<file path="src/rtl/tcpt_pkg.sv">
// shared types, codes and constants of the trace cache probe table
package tcpt_pkg;

    localparam int TABLE_ENTRIES_DEF = 1024;
    localparam int PROBE_DEPTH_DEF   = 8;

    localparam int REQ_W     = 3;
    localparam int ADDR_W    = 52;
    localparam int MODE_W    = 32;
    localparam int TRACE_W   = 32;
    localparam int SEL_W     = 10;
    localparam int OUTCOME_W = 2;
    localparam int PAGE_SHIFT = 12;
    localparam int HASH_SHIFT = 4;

    localparam logic [REQ_W-1:0] REQ_LOOKUP     = 3'd0;
    localparam logic [REQ_W-1:0] REQ_ALLOC      = 3'd1;
    localparam logic [REQ_W-1:0] REQ_MARK       = 3'd2;
    localparam logic [REQ_W-1:0] REQ_FLUSH_ALL  = 3'd3;
    localparam logic [REQ_W-1:0] REQ_FLUSH_PAGE = 3'd4;

    localparam logic [OUTCOME_W-1:0] OUT_HIT   = 2'd0;
    localparam logic [OUTCOME_W-1:0] OUT_DONE  = 2'd1;
    localparam logic [OUTCOME_W-1:0] OUT_FREE  = 2'd2;
    localparam logic [OUTCOME_W-1:0] OUT_EVICT = 2'd3;

    typedef struct packed {
        logic [ADDR_W-1:0]  addr;
        logic [MODE_W-1:0]  mode;
        logic [TRACE_W-1:0] trace;
    } entry_t;

    typedef enum logic [2:0] {
        VW_NONE,
        VW_CLEAR,
        VW_MARK,
        VW_PAGE,
        VW_ALLOC
    } vw_t;

    typedef enum logic [1:0] {
        RES_DONE,
        RES_HIT,
        RES_ALLOC
    } res_t;

    typedef struct packed {
        logic load;
        logic rd_en;
        logic ptr_inc;
        logic chk;
        vw_t  vw;
        logic res_load;
        res_t res;
    } cmd_t;

    typedef struct packed {
        logic match;
        logic page_match;
    } st_t;

endpackage

</file>
<file path="src/rtl/tcpt_ctrl.sv">
// controller state machine of the probe table
module tcpt_ctrl #(
    parameter int TABLE_ENTRIES = tcpt_pkg::TABLE_ENTRIES_DEF,
    parameter int PROBE_DEPTH   = tcpt_pkg::PROBE_DEPTH_DEF
) (
    input  logic                       clk,
    input  logic                       rst_n,
    input  logic                       in_valid,
    output logic                       in_ready,
    input  logic [tcpt_pkg::REQ_W-1:0] in_req_type,
    output logic                       out_valid,
    input  logic                       out_ready,
    output tcpt_pkg::cmd_t             cmd,
    input  tcpt_pkg::st_t              st
);

    localparam int IDX_W = $clog2(TABLE_ENTRIES);
    localparam logic [IDX_W:0] CNT_LAST  = (IDX_W+1)'(TABLE_ENTRIES - 1);
    localparam logic [IDX_W:0] CNT_ALL   = (IDX_W+1)'(TABLE_ENTRIES);
    localparam logic [IDX_W:0] CNT_PROBE = (IDX_W+1)'(PROBE_DEPTH);
    localparam logic [IDX_W:0] CNT_ONE   = (IDX_W+1)'(1);

    typedef enum logic [6:0] {
        S_INIT  = 7'b0000001,
        S_IDLE  = 7'b0000010,
        S_PROBE = 7'b0000100,
        S_MARK  = 7'b0001000,
        S_CLEAR = 7'b0010000,
        S_PAGE  = 7'b0100000,
        S_FIN   = 7'b1000000
    } state_t;

    state_t         state_reg, state_next;
    logic [IDX_W:0] cnt_reg, cnt_next;
    logic           pend_reg, pend_next;
    logic           is_alloc_reg, is_alloc_next;
    logic           out_valid_reg, out_valid_next;
    logic           out_free;
    logic           last_chk;
    logic           stall;

    assign in_ready  = (state_reg == S_IDLE);
    assign out_valid = out_valid_reg;
    assign out_free  = !out_valid_reg || out_ready;

    always_comb
    begin
        state_next    = state_reg;
        cnt_next      = cnt_reg;
        pend_next     = pend_reg;
        is_alloc_next = is_alloc_reg;
        cmd.load      = 1'b0;
        cmd.rd_en     = 1'b0;
        cmd.ptr_inc   = 1'b0;
        cmd.chk       = 1'b0;
        cmd.vw        = tcpt_pkg::VW_NONE;
        cmd.res_load  = 1'b0;
        cmd.res       = tcpt_pkg::RES_DONE;
        last_chk      = 1'b0;
        stall         = 1'b0;

        case (state_reg)
            S_INIT, S_CLEAR:
            begin
                cmd.vw      = tcpt_pkg::VW_CLEAR;
                cmd.ptr_inc = 1'b1;
                cnt_next    = cnt_reg + CNT_ONE;
                if (cnt_reg == CNT_LAST)
                begin
                    cnt_next   = '0;
                    state_next = (state_reg == S_INIT) ? S_IDLE : S_FIN;
                end
            end
            S_IDLE:
            begin
                if (in_valid)
                begin
                    cmd.load      = 1'b1;
                    cnt_next      = '0;
                    pend_next     = 1'b0;
                    is_alloc_next = (in_req_type == tcpt_pkg::REQ_ALLOC);
                    case (in_req_type)
                        tcpt_pkg::REQ_LOOKUP,
                        tcpt_pkg::REQ_ALLOC:      state_next = S_PROBE;
                        tcpt_pkg::REQ_MARK:       state_next = S_MARK;
                        tcpt_pkg::REQ_FLUSH_ALL:  state_next = S_CLEAR;
                        tcpt_pkg::REQ_FLUSH_PAGE: state_next = S_PAGE;
                        default:                  state_next = S_FIN;
                    endcase
                end
            end
            S_PROBE:
            begin
                last_chk = pend_reg && (cnt_reg == CNT_PROBE);
                stall    = pend_reg && (st.match || last_chk) && !out_free;
                if (!stall)
                begin
                    if (cnt_reg < CNT_PROBE)
                    begin
                        cmd.rd_en   = 1'b1;
                        cmd.ptr_inc = 1'b1;
                        cnt_next    = cnt_reg + CNT_ONE;
                        pend_next   = 1'b1;
                    end
                    else
                    begin
                        pend_next = 1'b0;
                    end
                    cmd.chk = pend_reg;
                    if (pend_reg && st.match)
                    begin
                        cmd.res_load = 1'b1;
                        cmd.res      = tcpt_pkg::RES_HIT;
                        state_next   = S_IDLE;
                    end
                    else if (last_chk)
                    begin
                        cmd.res_load = 1'b1;
                        state_next   = S_IDLE;
                        if (is_alloc_reg)
                        begin
                            cmd.vw  = tcpt_pkg::VW_ALLOC;
                            cmd.res = tcpt_pkg::RES_ALLOC;
                        end
                    end
                end
            end
            S_MARK:
            begin
                cmd.vw     = tcpt_pkg::VW_MARK;
                state_next = S_FIN;
            end
            S_PAGE:
            begin
                last_chk = pend_reg && (cnt_reg == CNT_ALL);
                if (cnt_reg < CNT_ALL)
                begin
                    cmd.rd_en   = 1'b1;
                    cmd.ptr_inc = 1'b1;
                    cnt_next    = cnt_reg + CNT_ONE;
                    pend_next   = 1'b1;
                end
                else
                begin
                    pend_next = 1'b0;
                end
                if (pend_reg && st.page_match)
                begin
                    cmd.vw = tcpt_pkg::VW_PAGE;
                end
                if (last_chk)
                begin
                    state_next = S_FIN;
                end
            end
            S_FIN:
            begin
                if (out_free)
                begin
                    cmd.res_load = 1'b1;
                    state_next   = S_IDLE;
                end
            end
            default:
            begin
                state_next = S_IDLE;
            end
        endcase

        if (cmd.res_load)
        begin
            out_valid_next = 1'b1;
        end
        else if (out_ready)
        begin
            out_valid_next = 1'b0;
        end
        else
        begin
            out_valid_next = out_valid_reg;
        end
    end

    always_ff @(posedge clk or negedge rst_n)
    begin
        if (!rst_n)
        begin
            state_reg     <= S_INIT;
            cnt_reg       <= '0;
            pend_reg      <= 1'b0;
            is_alloc_reg  <= 1'b0;
            out_valid_reg <= 1'b0;
        end
        else
        begin
            state_reg     <= state_next;
            cnt_reg       <= cnt_next;
            pend_reg      <= pend_next;
            is_alloc_reg  <= is_alloc_next;
            out_valid_reg <= out_valid_next;
        end
    end

endmodule

</file>
<file path="config.mk">
export PLATFORM = sky130hd
export DESIGN_NAME = tcpt_ctrl
export DESIGN_NICKNAME = d
export VERILOG_FILES = /design/src/rtl/tcpt_pkg.sv /design/src/rtl/tcpt_ctrl.sv
export SDC_FILE = /design/constraint.sdc
export NUM_CORES = 1
export LEC_CHECK = 0
export BUFFER_PORTS_ARGS = -buffer_cell sky130_fd_sc_hd__buf_2
export CAP_MARGIN = 20
export CELL_PAD_IN_SITES_DETAIL_PLACEMENT = 1
export CELL_PAD_IN_SITES_GLOBAL_PLACEMENT = 1
export CORE_UTILIZATION = 23
export DETAILED_ROUTE_END_ITERATION = 8
export MAX_ROUTING_LAYER = met4
export PLACE_DENSITY = 0.53
export RECOVER_POWER = 50
export SLEW_MARGIN = 20
export SYNTH_ARGS = -nofsm -noshare
export SYNTH_HDL_FRONTEND = slang
export SYNTH_SLANG_ARGS = --single-unit
</file>
<file path="constraint.sdc">
create_clock -name clk -period 3.65 [get_ports clk]
set_clock_uncertainty 0.2 [all_clocks]
set_input_delay 0.1825 -clock clk [delete_from_list [all_inputs] [get_ports clk]]
set_output_delay 0.1825 -clock clk [all_outputs]
set_load 0.02 [all_outputs]
</file>
==> metrics.md, run 1 <==
| Metric | Value |
|---|---|
| P_leak | 0.745 nW |
| Max_cap viols | 0 |
| Register area share after synthesis | 0.342 |
| Net count reported at finish | 212 |
| Mapped Nets | 189 |
| Initial DRC count | 65 |
| Vias in the first global route | 1495 |
| GR Layer Usage met3 | 0.0129 |
| Post-CTS Setup Bufs | 0 |
| Netlist Area Pre-Place | 1540 µm² |
| Failing checks | design-rule violations |
| Post_cts resized | 0 |
| GRT met2 Usage | 0.217 |
| Number of flops mapped to enable cells by yosys | 0 |
| Die Wd | 83.9 µm |
| Worst Path Max Fanout | 5 |
| Ports | 21 |
| Final hold violations | 0 |
| Post-synth top cells | dfrtp_1 (20), nand2_1 (20), inv_1 (16) |
| Fill cells | 776 |
| Cell internal pwr | 0.682 mW |
| Outcome | complete, but fails checks |
| Reg area | 527 µm² |
| Synth cell types | 51 |
| Cell taking the most area after synthesis | dfrtp_1 |
| Post-synth top area share | 0.325 |
| YS warnings | 0 |
| Ys flop type | dfrtp_1 |
| H-tree Lvls | 1 |
| Main combinational cell family by area after synthesis | simple AND/OR/NAND/NOR gates |
| Clk slew on worst S/H paths | 0.08 ns |
| Effective utilization at floorplan | 0.240 |
| Diodes inserted | 0 |
| Gp weighted congestion | 0.731 |
| Mapped Avg Cell Area | 8.66 µm² |
| Initial DRT Pass Iterations | 7 |
| DIE AREA | 7030 µm² |
| Clk pwr share | 0.115 |
| Combinational share of power | 0.580 |
| Seq cells post-synth | 21 |
| Switching Power | 0.682 mW |
| First-pass GRT wire length | 7860 µm |
| CTS tree | built |
| Routed WL per cell | 16.1 µm |
| Die Y-Extent | 83.9 µm |
| # rows | 29 |
| Hold_buf cts | 3 |
| Max-slew violation total from the final report | 0 |
| Compound-gate portion of the synthesized area | 0.201 |
| Share of post-route cells with drive strength above 1 | 0.145 |
| Multiplexer area fraction after synthesis | 0.0414 |
| Cell-by-cell trace of the critical path | or3_1 > or4_1 > a21oi_1 > o2111ai_1 > o41ai_1 > dlygate4sd3_1 |
| Cells after synthesis | 178 |
| Antenna violations before repair | 0 |
| CTS Buffer Depth | 2 |
| Crit-path slowest cell | or4_1 |
| Endpoint type of the worst setup path | flop |
| Max reg flops | 11 |
| Post-Synth XOR/XNOR Area | 0.0114 |
| HP Class | in2reg |
| Grt peak-use layer | met2 |
| WP data arrival | 3.23 ns |
| GRT Total Usage | 0.144 |
| Final setup viols | 0 |
| Final Critical Period | 3.23 ns |
| Core footprint | 6420 µm² |
| CP Class | reg2reg |
| DRC | 12 |
| RSZ-0062 raised after global routing | false |
| Setup TNS | 0 ns |
| M1 GR Usage | 0.206 |
| Skew-Pair Late Insertion Delay | 0.26 ns |
| Clock Tree Root | clkbuf_8 |
| Total power | 1.36 mW |
| Worst Path Buf+Inv | 1 |
| CTS Buf Count | 3 |
| Max Clk Rate | 310 MHz |
| # clock sinks | 21 |
| Asr flop ratio synth | 1.00 |
| PwrDens | 772 nW/µm² |
| Antenna Violating Nets Remaining | 0 |
| Area grow syn2layout | 14.7% |
| Sequential share of power | 0.305 |
| Final wirelength | 4460 µm |
| Detail Placement HPWL | 3450 µm |
| CP required | 3.65 ns |
| Slowest stage delay, CP | 0.69 ns |
| Crit share post-route | 0.884 |
| CP delay by family, top | simple AND/OR/NAND/NOR gates |
| Startpoint types | flop |
| Top post-synthesis cells by area | dfrtp_1 (32%), a2111oi_1 (5.2%), nand2_1 (4.9%) |
| Area of the multi-input gates | 910 µm² |
| Synth Area in Adders | 0.0162 |
| Maximum vdd drop | 0.000161 V |
| Largest net degree at the start of global routing | 22 |
| Via density | 5.09 |
| Remaining global-route overflow | 0 |
| Sw Ratio | 0.500 |
| Slew @ Worst Pin | 1.27 ns |
| Slew HR | 0.151 |
| Via count | 1409 |
| Port Buffers | 20 |
| Simple-gate share of the synthesized area | 0.322 |
-- per-layer routing --
metal  up-vias  share of wire
li1        711              -
met1       677           0.53
met2        19           0.44
met3         2          0.024
met4         0         0.0079
met5         -              0
-- cells by family after synthesis --
logic type      count (synthesis)
compound gates                 38
xor+xnor                        2
fa+ha+maj                       2
buf+inv                        22
flops                          21
mux                             6
simple gates                   87
-- power by group through the flow --
stage | Sequential, mW | Combinational [mW] | Clock [mW]
after floorplan | 0.384 | 0.618 | 0
after global placement | 0.423 | 0.803 | 0
after detailed placement | 0.423 | 0.804 | 0
after CTS | 0.418 | 0.813 | 0.164
after global routing | 0.435 | 0.900 | 0.172
final | 0.417 | 0.791 | 0.156
-- placed cells by master (no fill, tap or decap), drive strengths merged, types with 2 or more instances in the layout --
| cell | count |
|---|---|
| nand3b | 2 |
| mux2 | 3 |
| dlygate4sd3 | 3 |
| nor4b | 2 |
| a2111oi | 8 |
| o211ai | 3 |
| nor2 | 10 |
| a21oi | 3 |
| or4b | 2 |
| and3 | 2 |
| a211oi | 2 |
| o21ai | 5 |
| or4 | 3 |
| and4b | 2 |
| dfrtp | 20 |
| nand2 | 20 |
| inv | 16 |
| nor2b | 2 |
| nor4 | 5 |
| nand2b | 7 |
| ha | 2 |
| nand4 | 4 |
| mux2i | 3 |
| buf | 17 |
| clkbuf | 7 |
| o22ai | 9 |
| nand3 | 8 |
| and2 | 3 |
| or3 | 5 |
| nor3 | 8 |
-- path summary, 6_finish.rpt --
check / slack (ns) / startpoint / depth (start not counted) / end
setup / recovery: 0.42 / cnt_reg[6]$_DFFE_PN0P_ / 6 / state_reg[5]$_DFFE_PN0P_
hold / removal: 0.06 / in_req_type[2] / 4 / is_alloc_reg$_DFFE_PN0P_
setup reg to reg: 0.42 / cnt_reg[6]$_DFFE_PN0P_ / 6 / state_reg[5]$_DFFE_PN0P_
hold reg to reg: 0.35 / state_reg[0]$_DFFE_PN1P_ / 1 / state_reg[0]$_DFFE_PN1P_
max in group asynchronous: 1.98 / rst_n / 2 / out_valid$_DFFE_PN0P_
min in group asynchronous: 0.52 / rst_n / 2 / cnt_reg[4]$_DFFE_PN0P_
-- area by class of cell --
cell class                 instances  area share
clock buffer                       4      0.0255
inverter                          17      0.0361
multi-input combinational        135       0.515
sequential                        21       0.298
tap                               77      0.0545
timing repair buffer              23      0.0715
-- worst min-delay path, stage by stage --
cell and delay [ns]:
buf_2 0.12, nor2_1 0.05, nand2_1 0.06, o21ai_0 0.07
-- metrics by stage --
step	utilization	instances	setup WS [ns]	hold WS (ns)	area [µm²]
3_3_place_gp	0.265	270	0.913	-0.00669	1700
5_1_grt	0.275	277	0.193	0.0620	1770
2_1_floorplan	-	178	1.11	-0.313	1540
6_report	0.275	277	0.423	0.0564	1770
4_1_cts	0.276	277	0.542	0.0502	1780
3_5_place_dp	0.265	270	0.897	-0.00769	1700
No activity file was read; power rests on OpenSTA's default activity.
==> inputs of run 2 (changes only) <==
--- a/config.mk
+++ b/config.mk
@@ -9,10 +9,11 @@
 export CAP_MARGIN = 20
 export CELL_PAD_IN_SITES_DETAIL_PLACEMENT = 1
 export CELL_PAD_IN_SITES_GLOBAL_PLACEMENT = 1
-export CORE_UTILIZATION = 23
+export CORE_UTILIZATION = 35
+export CTS_CLUSTER_SIZE = 14
 export DETAILED_ROUTE_END_ITERATION = 8
 export MAX_ROUTING_LAYER = met4
-export PLACE_DENSITY = 0.53
+export PLACE_DENSITY = 0.71
 export RECOVER_POWER = 50
 export SLEW_MARGIN = 20
 export SYNTH_ARGS = -nofsm -noshare
==> metrics.md, run 2 (synthesized netlist as in run 1, its figures left out) <==
| Metric | Value |
|---|---|
| WP data arrival | 3.33 ns (+0.10 ns) |
| Post-place setup slack | 0.934 ns (+0.0372 ns) |
| Share of post-route cells with drive strength above 1 | 0.145 (unchanged) |
| CTS tree | built |
| Final wirelength | 4620 µm (+3.6%) |
| Endpoint type of the worst setup path | flop |
| Antenna Violating Nets Remaining | 0 (unchanged) |
| H-tree Lvls | 1 (unchanged) |
| Vias in the first global route | 1599 (+7.0%) |
| Antenna violations before repair | 0 (unchanged) |
| DRC | 0 (-12) |
| GRT Total Usage | 0.236 (+0.0915) |
| Slew @ Worst Pin | 1.27 ns (-0.00893 ns) |
| Via density | 5.99 (+18%) |
| RSZ-0062 raised after global routing | false |
| DIE AREA | 4670 µm² (-34%) |
| Final setup viols | 0 (unchanged) |
| Effective utilization at floorplan | 0.375 (+0.135) |
| Critical path launch point | cnt_reg[6]$_DFFE_PN0P_ |
| Post-layout util | 0.421 (+0.146) |
| Post-CTS Setup Bufs | 0 (unchanged) |
| P_leak | 0.744 nW (-0.13%) |
| Initial DRC count | 88 (+35%) |
| Max-slew violation total from the final report | 0 (unchanged) |
| Slew HR | 0.157 (+0.00596) |
| Cell-by-cell trace of the critical path | or3_1 > or4_1 > a21oi_1 > o2111ai_1 > o41ai_1 > dlygate4sd3_1 |
| Max Clk Rate | 300 MHz (-3.1%) |
| CP Class | reg2reg |
| CTS Buffer Depth | 2 (unchanged) |
| Setup TNS | 0 ns (unchanged) |
| Startpoint types | flop |
| Net count reported at finish | 212 (unchanged) |
| Max_cap viols | 0 (unchanged) |
| Gp weighted congestion | 0.800 (+9.5%) |
| Routed WL per cell | 18.5 µm (+15%) |
| Diodes inserted | 0 (unchanged) |
| CTS Buf Count | 3 (unchanged) |
| Via count | 1498 (+6.3%) |
| Largest net degree at the start of global routing | 22 (unchanged) |
| Remaining global-route overflow | 0 (unchanged) |
| Final hold violations | 0 (unchanged) |
| Most frequent cells in the layout | nand2_1 (20), dfrtp_1 (20), inv_1 (16), buf_2 (16), nor2_1 (10) |
| Maximum vdd drop | 0.000271 V (+68%) |
| Skew-Pair Late Insertion Delay | 0.27 ns (about the same) |
| Fill cells | 518 (-33%) |
| Crit share post-route | 0.912 (+0.0279) |
| Core footprint | 4120 µm² (-36%) |
| Crit-path slowest cell | or4_1 |
| Ports | 21 (unchanged) |
| Die Wd | 68.4 µm (-18%) |
| Min setup slack post-route | 0.321 ns (-0.102 ns) |
| Max reg flops | 11 (unchanged) |
| Final Critical Period | 3.33 ns (+0.102 ns) |
| Outcome | finished, final reports clean |
| # rows | 23 (-21%) |
| Worst Path Max Fanout | 5 (unchanged) |
| PwrDens | 804 nW/µm² (+4.2%) |
| Detail Placement HPWL | 3510 µm (+1.8%) |
| # clock sinks | 21 (unchanged) |
| Clock Tree Root | clkbuf_8 |
| Initial DRT Pass Iterations | 4 (-3) |
| First-pass GRT wire length | 7870 µm (+0.17%) |
| Final hold slack | 0.0326 ns (-0.0238 ns) |
| Hold Startpoint | in_req_type[2] |
| Slowest stage delay, CP | 0.68 ns (about the same) |
| Area grow syn2layout | 12.5% |
| Clk slew on worst S/H paths | 0.08 ns (about the same) |
| Reg2reg start | cnt_reg[6]$_DFFE_PN0P_ |
| Die Y-Extent | 68.4 µm (-18%) |
| Port Buffers | 20 (unchanged) |
| CP required | 3.65 ns (about the same) |
| HP Class | in2reg |
## run 2: changes by cell type in the layout (fill, tap and decap cells not counted), sizes merged
cell	before	now
buf	17	16
clkinv	1	2
## run 2: worst paths after layout
check | end | depth (start not counted) | slack (ns)
setup / recovery | state_reg[5]$_DFFE_PN0P_ | 6 | 0.32
hold / removal | is_alloc_reg$_DFFE_PN0P_ | 4 | 0.03
setup reg to reg | state_reg[5]$_DFFE_PN0P_ | 6 | 0.32
hold reg to reg | state_reg[0]$_DFFE_PN1P_ | 1 | 0.34
max in group asynchronous | cnt_reg[6]$_DFFE_PN0P_ | 2 | 2.00
min in group asynchronous | cnt_reg[10]$_DFFE_PN0P_ | 2 | 0.50
## run 2: repair_timing
item                      4_1_cts  5_1_grt
hold buffers                    3        0
hold endpoints to repair       21        0
resized for setup               0        0
## run 2: final cells by class
cell class                 instances  area [µm²]  area share
clock buffer                       3        41.3      0.0238
multi-input combinational        135         910       0.525
clock inverter                     1        5.00     0.00289
timing repair buffer              23         125      0.0722
inverter                          17        63.8      0.0368
tap                               50        62.6      0.0361
sequential                        21         527       0.304
## run 2: critical path, delay by kind of cell (launching register included)
kind	cells	cell delay (ns)
DFF	1	0.43
buffers and inverters	1	0.63
AOI/OAI and AO/OA	3	0.88
and+or+nand+nor	2	1.12
## run 2: power breakdown
group / total [mW] / switching (mW) / leakage [nW] / internal, mW
logic: 0.812 / 0.521 / 0.440 / 0.291
registers: 0.415 / 0.102 / 0.278 / 0.314
clock network: 0.167 / 0.0906 / 0.0255 / 0.0765
total: 1.39 / 0.713 / 0.744 / 0.681
## run 2: layer usage
layer,GRT usage,vias to the layer above,wire length [µm]
met1,0.306,750,2260
met5,-,-,0
li1,-,715,-
met3,0.0300,6,112
met4,0.0677,0,54
met2,0.382,27,2190
## run 2: metrics by stage
stage | cells | power [mW] | instance area [µm²]
after floorplan | 178 | 1.00 | 1540
after global placement | 243 | 1.18 | 1670
after detailed placement | 243 | 1.23 | 1670
after CTS | 250 | 1.40 | 1740
after global routing | 250 | 1.50 | 1730
final | 250 | 1.39 | 1730
